File: src/rtl/sal_pkg.sv
// ----------------------------------------------------------------------------
// sal_pkg
// Shared types, codes and field layout for the static array list core.
// ----------------------------------------------------------------------------
package sal_pkg;

   // default number of list cells
   localparam int CAPACITY_DEF = 8;

   // field widths
   localparam int FUNC_W   = 3;
   localparam int VALUE_W  = 32;
   localparam int POS_W    = 3;
   localparam int STATUS_W = 3;
   localparam int COUNT_W  = 4;

   // request tdata layout: value, position
   localparam int REQ_VALUE_LSB = 0;
   localparam int REQ_POS_LSB   = REQ_VALUE_LSB + VALUE_W;
   localparam int REQ_DATA_W    = ((REQ_POS_LSB + POS_W + 7) / 8) * 8;

   // response tdata layout: status, read_value, count, is_full, is_empty
   localparam int RSP_STATUS_LSB = 0;
   localparam int RSP_VALUE_LSB  = RSP_STATUS_LSB + STATUS_W;
   localparam int RSP_COUNT_LSB  = RSP_VALUE_LSB + VALUE_W;
   localparam int RSP_FULL_BIT   = RSP_COUNT_LSB + COUNT_W;
   localparam int RSP_EMPTY_BIT  = RSP_FULL_BIT + 1;
   localparam int RSP_DATA_W     = ((RSP_EMPTY_BIT + 1 + 7) / 8) * 8;

   // request operation codes
   typedef enum logic [FUNC_W-1:0] {
      FN_INS_HEAD  = 3'd0,
      FN_INS_TAIL  = 3'd1,
      FN_INS_SORT  = 3'd2,
      FN_REM_VALUE = 3'd3,
      FN_REM_HEAD  = 3'd4,
      FN_REM_TAIL  = 3'd5,
      FN_READ      = 3'd6
   } func_type;

   // response status codes
   typedef enum logic [STATUS_W-1:0] {
      ST_OK        = 3'd0,
      ST_FULL      = 3'd1,
      ST_EMPTY     = 3'd2,
      ST_NOT_FOUND = 3'd3,
      ST_BAD_INDEX = 3'd4
   } status_type;

   // datapath actions chosen by the controller
   typedef enum logic [2:0] {
      ACT_NONE,
      ACT_INS_HEAD,
      ACT_INS_TAIL,
      ACT_INS_SORT,
      ACT_REM_MATCH,
      ACT_REM_HEAD,
      ACT_REM_TAIL,
      ACT_READ
   } act_type;

   // controller states
   typedef enum logic {
      S_IDLE,
      S_HOLD
   } state_type;

   // controller to datapath
   typedef struct packed {
      logic       exec;
      act_type    act;
      status_type status;
   } ctl_cmd_type;

   // datapath to controller
   typedef struct packed {
      logic empty;
      logic full;
      logic found;
      logic pos_ok;
   } dp_stat_type;

endpackage

File: src/rtl/sal_ctrl.sv
// ----------------------------------------------------------------------------
// sal_ctrl
// Handshake state machine and operation decode for the list core.
// ----------------------------------------------------------------------------
module sal_ctrl (
   input  logic                  clock,
   input  logic                  reset,
   input  logic                  req_tvalid,
   output logic                  req_tready,
   input  logic [sal_pkg::FUNC_W-1:0] req_func,
   output logic                  rsp_tvalid,
   input  logic                  rsp_tready,
   input  sal_pkg::dp_stat_type  dp_stat,
   output sal_pkg::ctl_cmd_type  cmd
);
   import sal_pkg::*;

   state_type state_ff;
   state_type state_in;
   logic      accept;

   // state register
   always_ff @(posedge clock) begin
      if (reset) begin
         state_ff <= S_IDLE;
      end else begin
         state_ff <= state_in;
      end
   end

   // handshake and next state
   always_comb begin
      req_tready = 1'b0;
      rsp_tvalid = 1'b0;
      state_in   = state_ff;
      case (state_ff)
         S_IDLE: begin
            req_tready = 1'b1;
         end
         S_HOLD: begin
            rsp_tvalid = 1'b1;
            req_tready = rsp_tready;
         end
         default: begin
            req_tready = 1'b0;
         end
      endcase
      accept = req_tvalid && req_tready;
      if (accept) begin
         state_in = S_HOLD;
      end else if (state_ff == S_HOLD && rsp_tready) begin
         state_in = S_IDLE;
      end
   end

   // operation decode against the current list state
   always_comb begin
      cmd.exec   = accept;
      cmd.act    = ACT_NONE;
      cmd.status = ST_OK;
      case (func_type'(req_func))
         FN_INS_HEAD, FN_INS_TAIL, FN_INS_SORT: begin
            if (dp_stat.full) begin
               cmd.status = ST_FULL;
            end else if (func_type'(req_func) == FN_INS_HEAD) begin
               cmd.act = ACT_INS_HEAD;
            end else if (func_type'(req_func) == FN_INS_TAIL) begin
               cmd.act = ACT_INS_TAIL;
            end else begin
               cmd.act = ACT_INS_SORT;
            end
         end
         FN_REM_VALUE: begin
            if (dp_stat.empty) begin
               cmd.status = ST_EMPTY;
            end else if (!dp_stat.found) begin
               cmd.status = ST_NOT_FOUND;
            end else begin
               cmd.act = ACT_REM_MATCH;
            end
         end
         FN_REM_HEAD: begin
            if (dp_stat.empty) begin
               cmd.status = ST_EMPTY;
            end else begin
               cmd.act = ACT_REM_HEAD;
            end
         end
         FN_REM_TAIL: begin
            if (dp_stat.empty) begin
               cmd.status = ST_EMPTY;
            end else begin
               cmd.act = ACT_REM_TAIL;
            end
         end
         FN_READ: begin
            if (dp_stat.empty) begin
               cmd.status = ST_EMPTY;
            end else if (!dp_stat.pos_ok) begin
               cmd.status = ST_BAD_INDEX;
            end else begin
               cmd.act = ACT_READ;
            end
         end
         default: begin
            cmd.act    = ACT_NONE;
            cmd.status = ST_OK;
         end
      endcase
   end

endmodule

File: src/rtl/sal_datapath.sv
// ----------------------------------------------------------------------------
// sal_datapath
// Row of list cells with parallel compare and shift, fill count and the
// response register.
// ----------------------------------------------------------------------------
module sal_datapath #(
   parameter int CAPACITY = sal_pkg::CAPACITY_DEF
) (
   input  logic                          clock,
   input  logic                          reset,
   input  logic [sal_pkg::VALUE_W-1:0]   req_value,
   input  logic [sal_pkg::POS_W-1:0]     req_position,
   input  sal_pkg::ctl_cmd_type          cmd,
   output sal_pkg::dp_stat_type          dp_stat,
   output logic [sal_pkg::STATUS_W-1:0]  rsp_status,
   output logic [sal_pkg::VALUE_W-1:0]   rsp_read_value,
   output logic [sal_pkg::COUNT_W-1:0]   rsp_count,
   output logic                          rsp_is_full,
   output logic                          rsp_is_empty
);
   import sal_pkg::*;

   localparam int CNT_W = $clog2(CAPACITY + 1);
   localparam int IDX_W = (CAPACITY > 1) ? $clog2(CAPACITY) : 1;
   localparam int CMP_W = ((CNT_W > POS_W) ? CNT_W : POS_W) + 1;

   // list storage and fill count
   logic [VALUE_W-1:0]  cells_ff [CAPACITY];
   logic [VALUE_W-1:0]  cells_in [CAPACITY];
   logic [CNT_W-1:0]    count_ff;
   logic [CNT_W-1:0]    count_in;

   // response register
   logic [STATUS_W-1:0] status_ff;
   logic [VALUE_W-1:0]  rd_ff;
   logic [VALUE_W-1:0]  rd_in;
   logic [COUNT_W-1:0]  cnt_out_ff;
   logic                full_ff;
   logic                empty_ff;

   logic [CAPACITY-1:0] valid;
   logic [CAPACITY-1:0] stop_sort;
   logic [CAPACITY-1:0] hit;
   logic [CNT_W-1:0]    sort_idx;
   logic [CNT_W-1:0]    match_idx;
   logic [CNT_W-1:0]    ins_at;
   logic [CNT_W-1:0]    rem_at;
   logic [CMP_W-1:0]    pos_ext;
   logic [CMP_W-1:0]    cnt_ext;
   logic [CMP_W-1:0]    cnt_in_ext;

   // per-cell compare against the request key
   always_comb begin
      for (int i = 0; i < CAPACITY; i++) begin
         valid[i]     = CNT_W'(i) < count_ff;
         stop_sort[i] = valid[i] && !($signed(cells_ff[i]) < $signed(req_value));
         hit[i]       = valid[i] && (cells_ff[i] == req_value);
      end
   end

   // first-match encoders
   always_comb begin
      sort_idx  = count_ff;
      match_idx = count_ff;
      for (int i = CAPACITY - 1; i >= 0; i--) begin
         if (stop_sort[i]) begin
            sort_idx = CNT_W'(i);
         end
         if (hit[i]) begin
            match_idx = CNT_W'(i);
         end
      end
   end

   // status toward the controller
   assign pos_ext        = CMP_W'(req_position);
   assign cnt_ext        = CMP_W'(count_ff);
   assign dp_stat.empty  = (count_ff == '0);
   assign dp_stat.full   = (count_ff == CNT_W'(CAPACITY));
   assign dp_stat.found  = |hit;
   assign dp_stat.pos_ok = pos_ext < cnt_ext;

   // shift positions
   always_comb begin
      case (cmd.act)
         ACT_INS_HEAD: ins_at = '0;
         ACT_INS_SORT: ins_at = sort_idx;
         default:      ins_at = count_ff;
      endcase
      case (cmd.act)
         ACT_REM_MATCH: rem_at = match_idx;
         default:       rem_at = '0;
      endcase
   end

   // next cell contents and count
   always_comb begin
      cells_in = cells_ff;
      count_in = count_ff;
      rd_in    = '0;
      case (cmd.act)
         ACT_INS_HEAD, ACT_INS_TAIL, ACT_INS_SORT: begin
            for (int i = 0; i < CAPACITY; i++) begin
               if (CNT_W'(i) == ins_at) begin
                  cells_in[i] = req_value;
               end else if (CNT_W'(i) > ins_at) begin
                  if (i > 0) begin
                     cells_in[i] = cells_ff[i - 1];
                  end
               end
            end
            count_in = count_ff + CNT_W'(1);
         end
         ACT_REM_MATCH, ACT_REM_HEAD: begin
            for (int i = 0; i < CAPACITY; i++) begin
               if (CNT_W'(i) >= rem_at) begin
                  if (i + 1 < CAPACITY) begin
                     cells_in[i] = cells_ff[i + 1];
                  end
               end
            end
            count_in = count_ff - CNT_W'(1);
         end
         ACT_REM_TAIL: begin
            count_in = count_ff - CNT_W'(1);
         end
         ACT_READ: begin
            rd_in = cells_ff[pos_ext[IDX_W-1:0]];
         end
         default: begin
            count_in = count_ff;
         end
      endcase
   end

   assign cnt_in_ext = CMP_W'(count_in);

   // list state
   always_ff @(posedge clock) begin
      if (reset) begin
         count_ff <= '0;
      end else if (cmd.exec) begin
         count_ff <= count_in;
      end
   end

   always_ff @(posedge clock) begin
      if (cmd.exec) begin
         cells_ff <= cells_in;
      end
   end

   // response payload capture
   always_ff @(posedge clock) begin
      if (cmd.exec) begin
         status_ff  <= cmd.status;
         rd_ff      <= rd_in;
         cnt_out_ff <= cnt_in_ext[COUNT_W-1:0];
         full_ff    <= (count_in == CNT_W'(CAPACITY));
         empty_ff   <= (count_in == '0);
      end
   end

   assign rsp_status     = status_ff;
   assign rsp_read_value = rd_ff;
   assign rsp_count      = cnt_out_ff;
   assign rsp_is_full    = full_ff;
   assign rsp_is_empty   = empty_ff;

endmodule

File: src/rtl/static_array_list_core.sv
// ----------------------------------------------------------------------------
// static_array_list_core
// Fixed-capacity packed list of signed 32-bit keys with head, tail and sorted
// insert, removals, and indexed read; one response per request.
// ----------------------------------------------------------------------------
//
//   channel | direction | tdata (lsb up)                    | tuser
//   --------+-----------+-----------------------------------+-------------
//   req_    | in        | value[31:0], position[2:0], pad   | func[2:0]
//   rsp_    | out       | status[2:0], read_value[31:0],    | -
//           |           | count[3:0], is_full, is_empty, pad|
//
//   One request per cycle unless a held response stalls: all cells compare
//   and shift in parallel in the cycle a transaction is accepted, and the
//   response is registered. The response appears the cycle after acceptance
//   and holds while rsp_tready is low; a new request is taken in the same
//   cycle the held response is taken.
//   Synchronous reset empties the list (count to zero); cell contents are
//   not cleared.
//
module static_array_list_core #(
   parameter int CAPACITY = sal_pkg::CAPACITY_DEF
) (
   input  logic                              clock,
   input  logic                              reset,
   input  logic                              req_tvalid,
   output logic                              req_tready,
   input  logic [sal_pkg::REQ_DATA_W-1:0]    req_tdata,  // value, position
   input  logic [sal_pkg::FUNC_W-1:0]        req_tuser,  // func
   output logic                              rsp_tvalid,
   input  logic                              rsp_tready,
   // status, read_value, count, is_full, is_empty
   output logic [sal_pkg::RSP_DATA_W-1:0]    rsp_tdata
);
   import sal_pkg::*;

   ctl_cmd_type         cmd;
   dp_stat_type         dp_stat;
   logic [STATUS_W-1:0] status;
   logic [VALUE_W-1:0]  read_value;
   logic [COUNT_W-1:0]  count;
   logic                is_full;
   logic                is_empty;

   // handshake and decode
   sal_ctrl u_ctrl (
      .clock      (clock),
      .reset      (reset),
      .req_tvalid (req_tvalid),
      .req_tready (req_tready),
      .req_func   (req_tuser),
      .rsp_tvalid (rsp_tvalid),
      .rsp_tready (rsp_tready),
      .dp_stat    (dp_stat),
      .cmd        (cmd)
   );

   // list cells and response register
   sal_datapath #(
      .CAPACITY (CAPACITY)
   ) u_datapath (
      .clock          (clock),
      .reset          (reset),
      .req_value      (req_tdata[REQ_VALUE_LSB +: VALUE_W]),
      .req_position   (req_tdata[REQ_POS_LSB +: POS_W]),
      .cmd            (cmd),
      .dp_stat        (dp_stat),
      .rsp_status     (status),
      .rsp_read_value (read_value),
      .rsp_count      (count),
      .rsp_is_full    (is_full),
      .rsp_is_empty   (is_empty)
   );

   // response packing
   always_comb begin
      rsp_tdata = '0;
      rsp_tdata[RSP_STATUS_LSB +: STATUS_W] = status;
      rsp_tdata[RSP_VALUE_LSB +: VALUE_W]   = read_value;
      rsp_tdata[RSP_COUNT_LSB +: COUNT_W]   = count;
      rsp_tdata[RSP_FULL_BIT]               = is_full;
      rsp_tdata[RSP_EMPTY_BIT]              = is_empty;
   end

endmodule

File: config.mk
export PLATFORM = sky130hd
export DESIGN_NAME = static_array_list_core
export DESIGN_NICKNAME = d
export VERILOG_FILES = /design/src/rtl/sal_pkg.sv /design/src/rtl/sal_ctrl.sv /design/src/rtl/sal_datapath.sv /design/src/rtl/static_array_list_core.sv
export SDC_FILE = /design/constraint.sdc
export NUM_CORES = 1
export LEC_CHECK = 0
export ABC_AREA = 0
export BUFFER_PORTS_ARGS = -buffer_cell sky130_fd_sc_hd__buf_2
export CORE_AREA = 2 2 257 259
export CTS_CLUSTER_SIZE = 25
export DETAILED_ROUTE_END_ITERATION = 6
export DIE_AREA = 0 0 259 261
export GPL_TIMING_DRIVEN = 0
export SLEW_MARGIN = 30
export SYNTH_ARGS = -nofsm -noshare
export SYNTH_HDL_FRONTEND = slang
export SYNTH_HIERARCHICAL = 1
export SYNTH_SLANG_ARGS = --single-unit
export TNS_END_PERCENT = 10
File: constraint.sdc
create_clock -name clock -period 16.48 [get_ports clock]
set_input_delay 4.12 -clock clock [delete_from_list [all_inputs] [get_ports clock]]
set_output_delay 4.12 -clock clock [all_outputs]
set_load 0.05 [all_outputs]
# ---- Yosys cells after proc, flatten, opt, wreduce, memory -nomap -nowiden
# Cells that the tools add are included.
dict set report op_classes {
  n_bitwise 2
  eq_ne 44
  order_cmp 32
  muxes 65
  n_addsub 2
  reduce_logical 46
}
# cell count
set op_table {}
lappend op_table {{$mux W32} 24}
lappend op_table {{$pmux W224 S2} 1}
lappend op_table {{$eq A32 B32 Y1} 8}
lappend op_table {{$lt A32 B32 Y1} 8}
lappend op_table {{$bmux W32 S3} 1}
lappend op_table {{$mux W4} 17}
lappend op_table {{$mux W3} 11}
lappend op_table {{$pmux W6 S5} 1}
lappend op_table {{$reduce_and A4 Y1} 7}
lappend op_table {{$eq A3 B3 Y1 const B} 7}
lappend op_table {{$logic_and A1 B1 Y1} 18}
lappend op_table {{$ne A3 B1 Y1 const B} 6}
lappend op_table {{$eq A3 B4 Y1 const A} 4}
lappend op_table {{$gt A3 B4 Y1 const A} 4}
lappend op_table {{$lt A3 B4 Y1 const A} 4}
lappend op_table {{$ne A2 B1 Y1 const B} 8}
lappend op_table {{$pmux W4 S2} 2}
lappend op_table {{$eq A3 B2 Y1 const B} 4}
lappend op_table {{$ge A3 B4 Y1 const A} 3}
lappend op_table {{$logic_not A4 Y1} 3}
lappend op_table {{$reduce_or A3 Y1} 3}
lappend op_table {{$eq A2 B4 Y1 const A} 2}
lappend op_table {{$eq A4 B4 Y1 const B} 2}
lappend op_table {{$ge A1 B4 Y1 const A} 2}
lappend op_table {{other kinds (22)} 41}
dict set report word_totals {
  ff_bits 302
  elab_cells 206
  in_bits 47
}

# ---- Depth between registers and ports, before layout
dict set report depth {
  ltp_word 16
  depth_mapped 25
}

# ---- By module
# Netlist, hierarchy kept.
# module instances seq_area_each_um2 area_each_um2 cells_per_inst
set modules_own_cells {}
lappend modules_own_cells {sal_datapath 1 8998.6 22231.3 2059}
lappend modules_own_cells {sal_ctrl 1 20.0 193.9 28}
lappend modules_own_cells {static_array_list_core 1 0.0 71.3 10}

# ---- Worst setup path after synthesis
# Ideal clock, no wire load.
dict set report synth_path {
  path_type {in2reg}
  from {input port req_tdata[31] (netlist bit)}
  to {register u_datapath/cells_ff[160] (netlist bit) (enable)}
  path_slack_ns 5.349
  arrival_time_ns 10.755
  path_stages 23
  n_path_buf 1
  path_cell_list {inv_1 > ha_1 > nand4_1 > nor4_1 > nand2_1 > nor4_1 > nor2_1 > nand2_1 > a21oi_1 > nand2b_1 > a31oi_1 > a311oi_1 > clkbuf_1 > nor2_1 > and3_1 > o2111ai_1 > o21a_1 > a211oi_2 > o211ai_1 > a21o_1 > nor2_1 > nor3_1 > o221a_2}
}
# item line_no
set synth_lines {}
lappend synth_lines {{from (decl)} static_array_list_core.sv:28} ;# input logic [sal_pkg::REQ_DATA_W-1:0] req_tdata,
lappend synth_lines {{to (signal assigned)} sal_datapath.sv:149} ;# cells_ff <= cells_in;
lappend synth_lines {{to (decl)} sal_datapath.sv:28} ;# logic [VALUE_W-1:0] cells_ff [CAPACITY];

==> flow_summary.toml <==
[timing]
setup_viol = 0
maxClockFrequency_mhz = 90.1
skew_ns = 0.0283
min_period_ns = 11.10
rsz0062_at_grt = "false"
relSlewSlack_pct = 24.4
tightest_slew_ns = 1.12
post-route-period-util_pct = 67.3
hold_slack_ns = 0.516
finalMaxSlewViolations = 0
finalHoldViolCount = 0

[detailed_routing]
wl_per_cell_um = 26.6
drt_iter0_drc = 2415
final_antenna_net_count = 0
wl_mm = 83.2
drt_pre_antenna_iters = 6
vias_per_cell = 6.00
drc = 0
num_vias = 18800

[yosys]
synth_enable_flop_cells = 297
syn-instance-count = 2097
synth_mux_area_share_pct = 18.0
avgSynthCellArea_um2 = 10.7
synth_area_mm2 = 0.0225
synth_top_family_by_area = "multiplexers"
ys_warn_count = 6
synth_xor_area_share_pct = 0.311
yosys.area_share.simple_pct = 11.0
synth-main-ff-cell = "edfxtp_1"
ys_ff_latch = 302
synthAdderAreaFrac_pct = 14.5
seq_area_frac_synth_pct = 40.1
synth_cell_types = 75
synthArstFlopShare_pct = 0
synth_compound_area_share_pct = 12.8

[global_route]
grt_pass1_vias = 18300
antenna_found_initial = 0
grt_pass1_wl_mm = 122
grt_overflow_total = 0
grt_max_degree = 43
track_usage_pct = 24.2

[place]
port_buffers = 81
hpwl_mm = 63.0
placed_cells = 3069
place.gp.congestion = 0.957

[layout]
fin_nets = 2553
fin_cells = 3131
drive_gt1_share_pct = 13.9
area_delta_synth_final_pct = 13.6
nFillCells = 6324

[power]
intPower_mw = 1.78
p_sw_mw = 0.996
sw_frac_of_total_pct = 35.9
powerDensity_mw_per_mm2 = 108
seqPwrFrac_pct = 40.0
p_leak_nw = 10.7
peakVddDrop_v = 0.0000616
power.total_mw = 2.77
p_comb_share_pct = 31.4
power.clock.fraction_pct = 28.6

[worst_setup_path]
required_ns = 16.74
r2r_cells = 21
critPathMaxFanout = 15
worstSetupPathType = "in2reg"
critPathLaunchType = "primary input"
r2r_setup_slack_ns = 8.97
end_kind = "flip-flop"
worstPathArrival_ns = 11.36

[floorplanning]
ioPinCount = 97
core_area_mm2 = 0.0650
die_y_um = 261
dieArea_mm2 = 0.0676
die_w_um = 259
rows = 94
start_util_pct = 34.6

[cts]
cts_buffer_depth = 3
cts_root_buf = "clkbuf_16"
cts_resized = 0
cts_buffers = 38
postCtsHoldBufs = 0
cts_tree = "yes"
ctsHtreeMaxLevel = 2
postCtsSetupBuffers = 0
cts_sinks = 302
clk_latency_ns = 0.57
clk_pin_slew_ns = 0.06

[hold_path]
hold_class = "reg2reg"
holdPathStages = 2

[run]
maxCapViolations = 0

[run_status]
status = "complete, no violations"
[kinds of logic after synthesis]
| family | Yosys count |
|---|---|
| fa+ha+maj | 261 |
| xor+xnor | 8 |
| simple gates | 543 |
| mux | 321 |
| flops | 302 |
| other cells | 1 |
| compound gates | 494 |
| buf+inv | 167 |
[registers in the layout, summed over array words and instances, names as in the netlist]
| signal | cells |
|---|---|
| u_datapath/cells_ff | 256 |
| u_datapath/rsp_count | 4 |
| u_datapath/rsp_status | 3 |
| u_datapath/count_ff | 4 |
| u_datapath/rsp_is_full | 1 |
| u_ctrl/state_ff | 1 |
| u_datapath/rsp_read_value | 32 |
| u_datapath/rsp_is_empty | 1 |
[worst max-delay path: stages]
cell,delay (ns)
buf_2,0.18
inv_1,0.22
ha_1,0.48
nand4_1,0.18
or3_1,0.50
nor4_1,0.98
nand3_1,0.28
nand4_1,0.22
nand2b_1,0.19
a31oi_1,0.11
a311oi_1,0.26
clkbuf_1,0.30
nor2_1,0.15
and3_1,0.22
o2111ai_1,0.18
o21a_1,0.22
a211oi_2,0.13
and3_1,0.23
a211oi_1,0.55
o211ai_2,0.47
buf_2,0.45
a21oi_4,0.44
buf_16,0.21
[final cells by class]
cell class	instances	area [um^2]	share of cell area (%)
multi-input combinational	1634	12900	50.3
sequential	302	9020	35.3
tap	864	1080	4.23
clock buffer	49	1020	4.00
timing repair buffer	102	732	2.86
buffer	110	534	2.09
inverter	57	214	0.837
clock inverter	12	90.1	0.352
antenna	1	2.50	0.00979
[synthesized netlist by cell type, types with 11 or more instances]
cell / number / area share, %
o21ai_1: 34 / 0.76
mux2i_1: 225 / 10
ha_1: 261 / 15
nand3_1: 34 / 0.76
inv_1: 57 / 0.95
nor3_1: 20 / 0.44
o21ai_0: 107 / 2.4
a211oi_1: 11 / 0.37
a21o_1: 20 / 0.67
buf_2: 13 / 0.29
nor2_1: 198 / 3.3
edfxtp_1: 297 / 40
buf_4: 17 / 0.57
nand4_1: 42 / 1.2
mux2_2: 29 / 1.5
mux4_2: 64 / 6.4
clkbuf_1: 67 / 1.1
nand2_1: 165 / 2.8
nor4_1: 18 / 0.50
o211ai_1: 14 / 0.47
nor2b_1: 15 / 0.42
a21oi_1: 233 / 5.2
[metrics by stage]
step	util, %	TNS, ns	setup slack [ns]	cell area, um^2
2_1_floorplan	-	0	5.35	22500
3_3_place_gp	36.9	-12.15	-0.386	24000
3_5_place_dp	37.6	0	5.22	24400
4_1_cts	39.3	0	5.78	25500
5_1_grt	39.3	0	5.20	25600
6_report	39.3	0	5.38	25600
[cells in the final DEF (no fill, tap or decap), types with 6 or more instances in the layout]
master,instances
edfxtp_1,297
ha_1,261
a21oi_1,231
mux2i_1,225
nor2_1,197
nand2_1,165
o21ai_0,107
buf_2,97
clkbuf_1,71
mux4_2,64
inv_1,57
nand4_1,42
clkbuf_16,39
nand3_1,34
o21ai_1,34
mux2_2,29
buf_4,26
a21o_1,20
nor3_1,17
nor4_1,15
nor2b_1,15
o211ai_1,14
a211oi_1,11
nand2b_1,9
a221oi_1,8
or3_1,8
conb_1,7
xnor2_1,7
a21boi_0,7
o21a_1,7
clkbuf_2,7
buf_16,7
and4_1,6
[path summary, 6_finish.rpt]
kind,start,to
max,req_tdata[31],u_datapath/cells_ff[112]$_DFFE_PP_
min,u_ctrl/state_ff$_SDFFE_PP0P_,u_ctrl/state_ff$_SDFFE_PP0P_
max reg2reg,u_datapath/cells_ff[223]$_DFFE_PP_,u_datapath/cells_ff[112]$_DFFE_PP_
min reg2reg,u_ctrl/state_ff$_SDFFE_PP0P_,u_ctrl/state_ff$_SDFFE_PP0P_
[power by group through the flow]
| stage | Clock (mW) | Combinational [mW] | Sequential, mW |
|---|---|---|---|
| floorplan | 0 | 0.532 | 1.10 |
| global placement | 0 | 0.791 | 1.13 |
| detailed placement | 0 | 0.848 | 1.12 |
| CTS | 0.810 | 0.852 | 1.10 |
| global route | 0.835 | 0.937 | 1.12 |
| finish | 0.794 | 0.870 | 1.11 |
[per-layer routing]
| metal | wire length [um] | vias up | global-route usage, % | part of all wire, % |
|---|---|---|---|---|
| met4 | 3220 | 0 | 9.01 | 3.9 |
| met3 | 6640 | 172 | 3.85 | 8.0 |
| met5 | 0 | - | 0 | 0 |
| li1 | - | 8333 | - | - |
| met1 | 35600 | 9291 | 33.0 | 43 |
| met2 | 37800 | 977 | 39.0 | 45 |
Note: power is estimated with default switching activity, not from simulation.
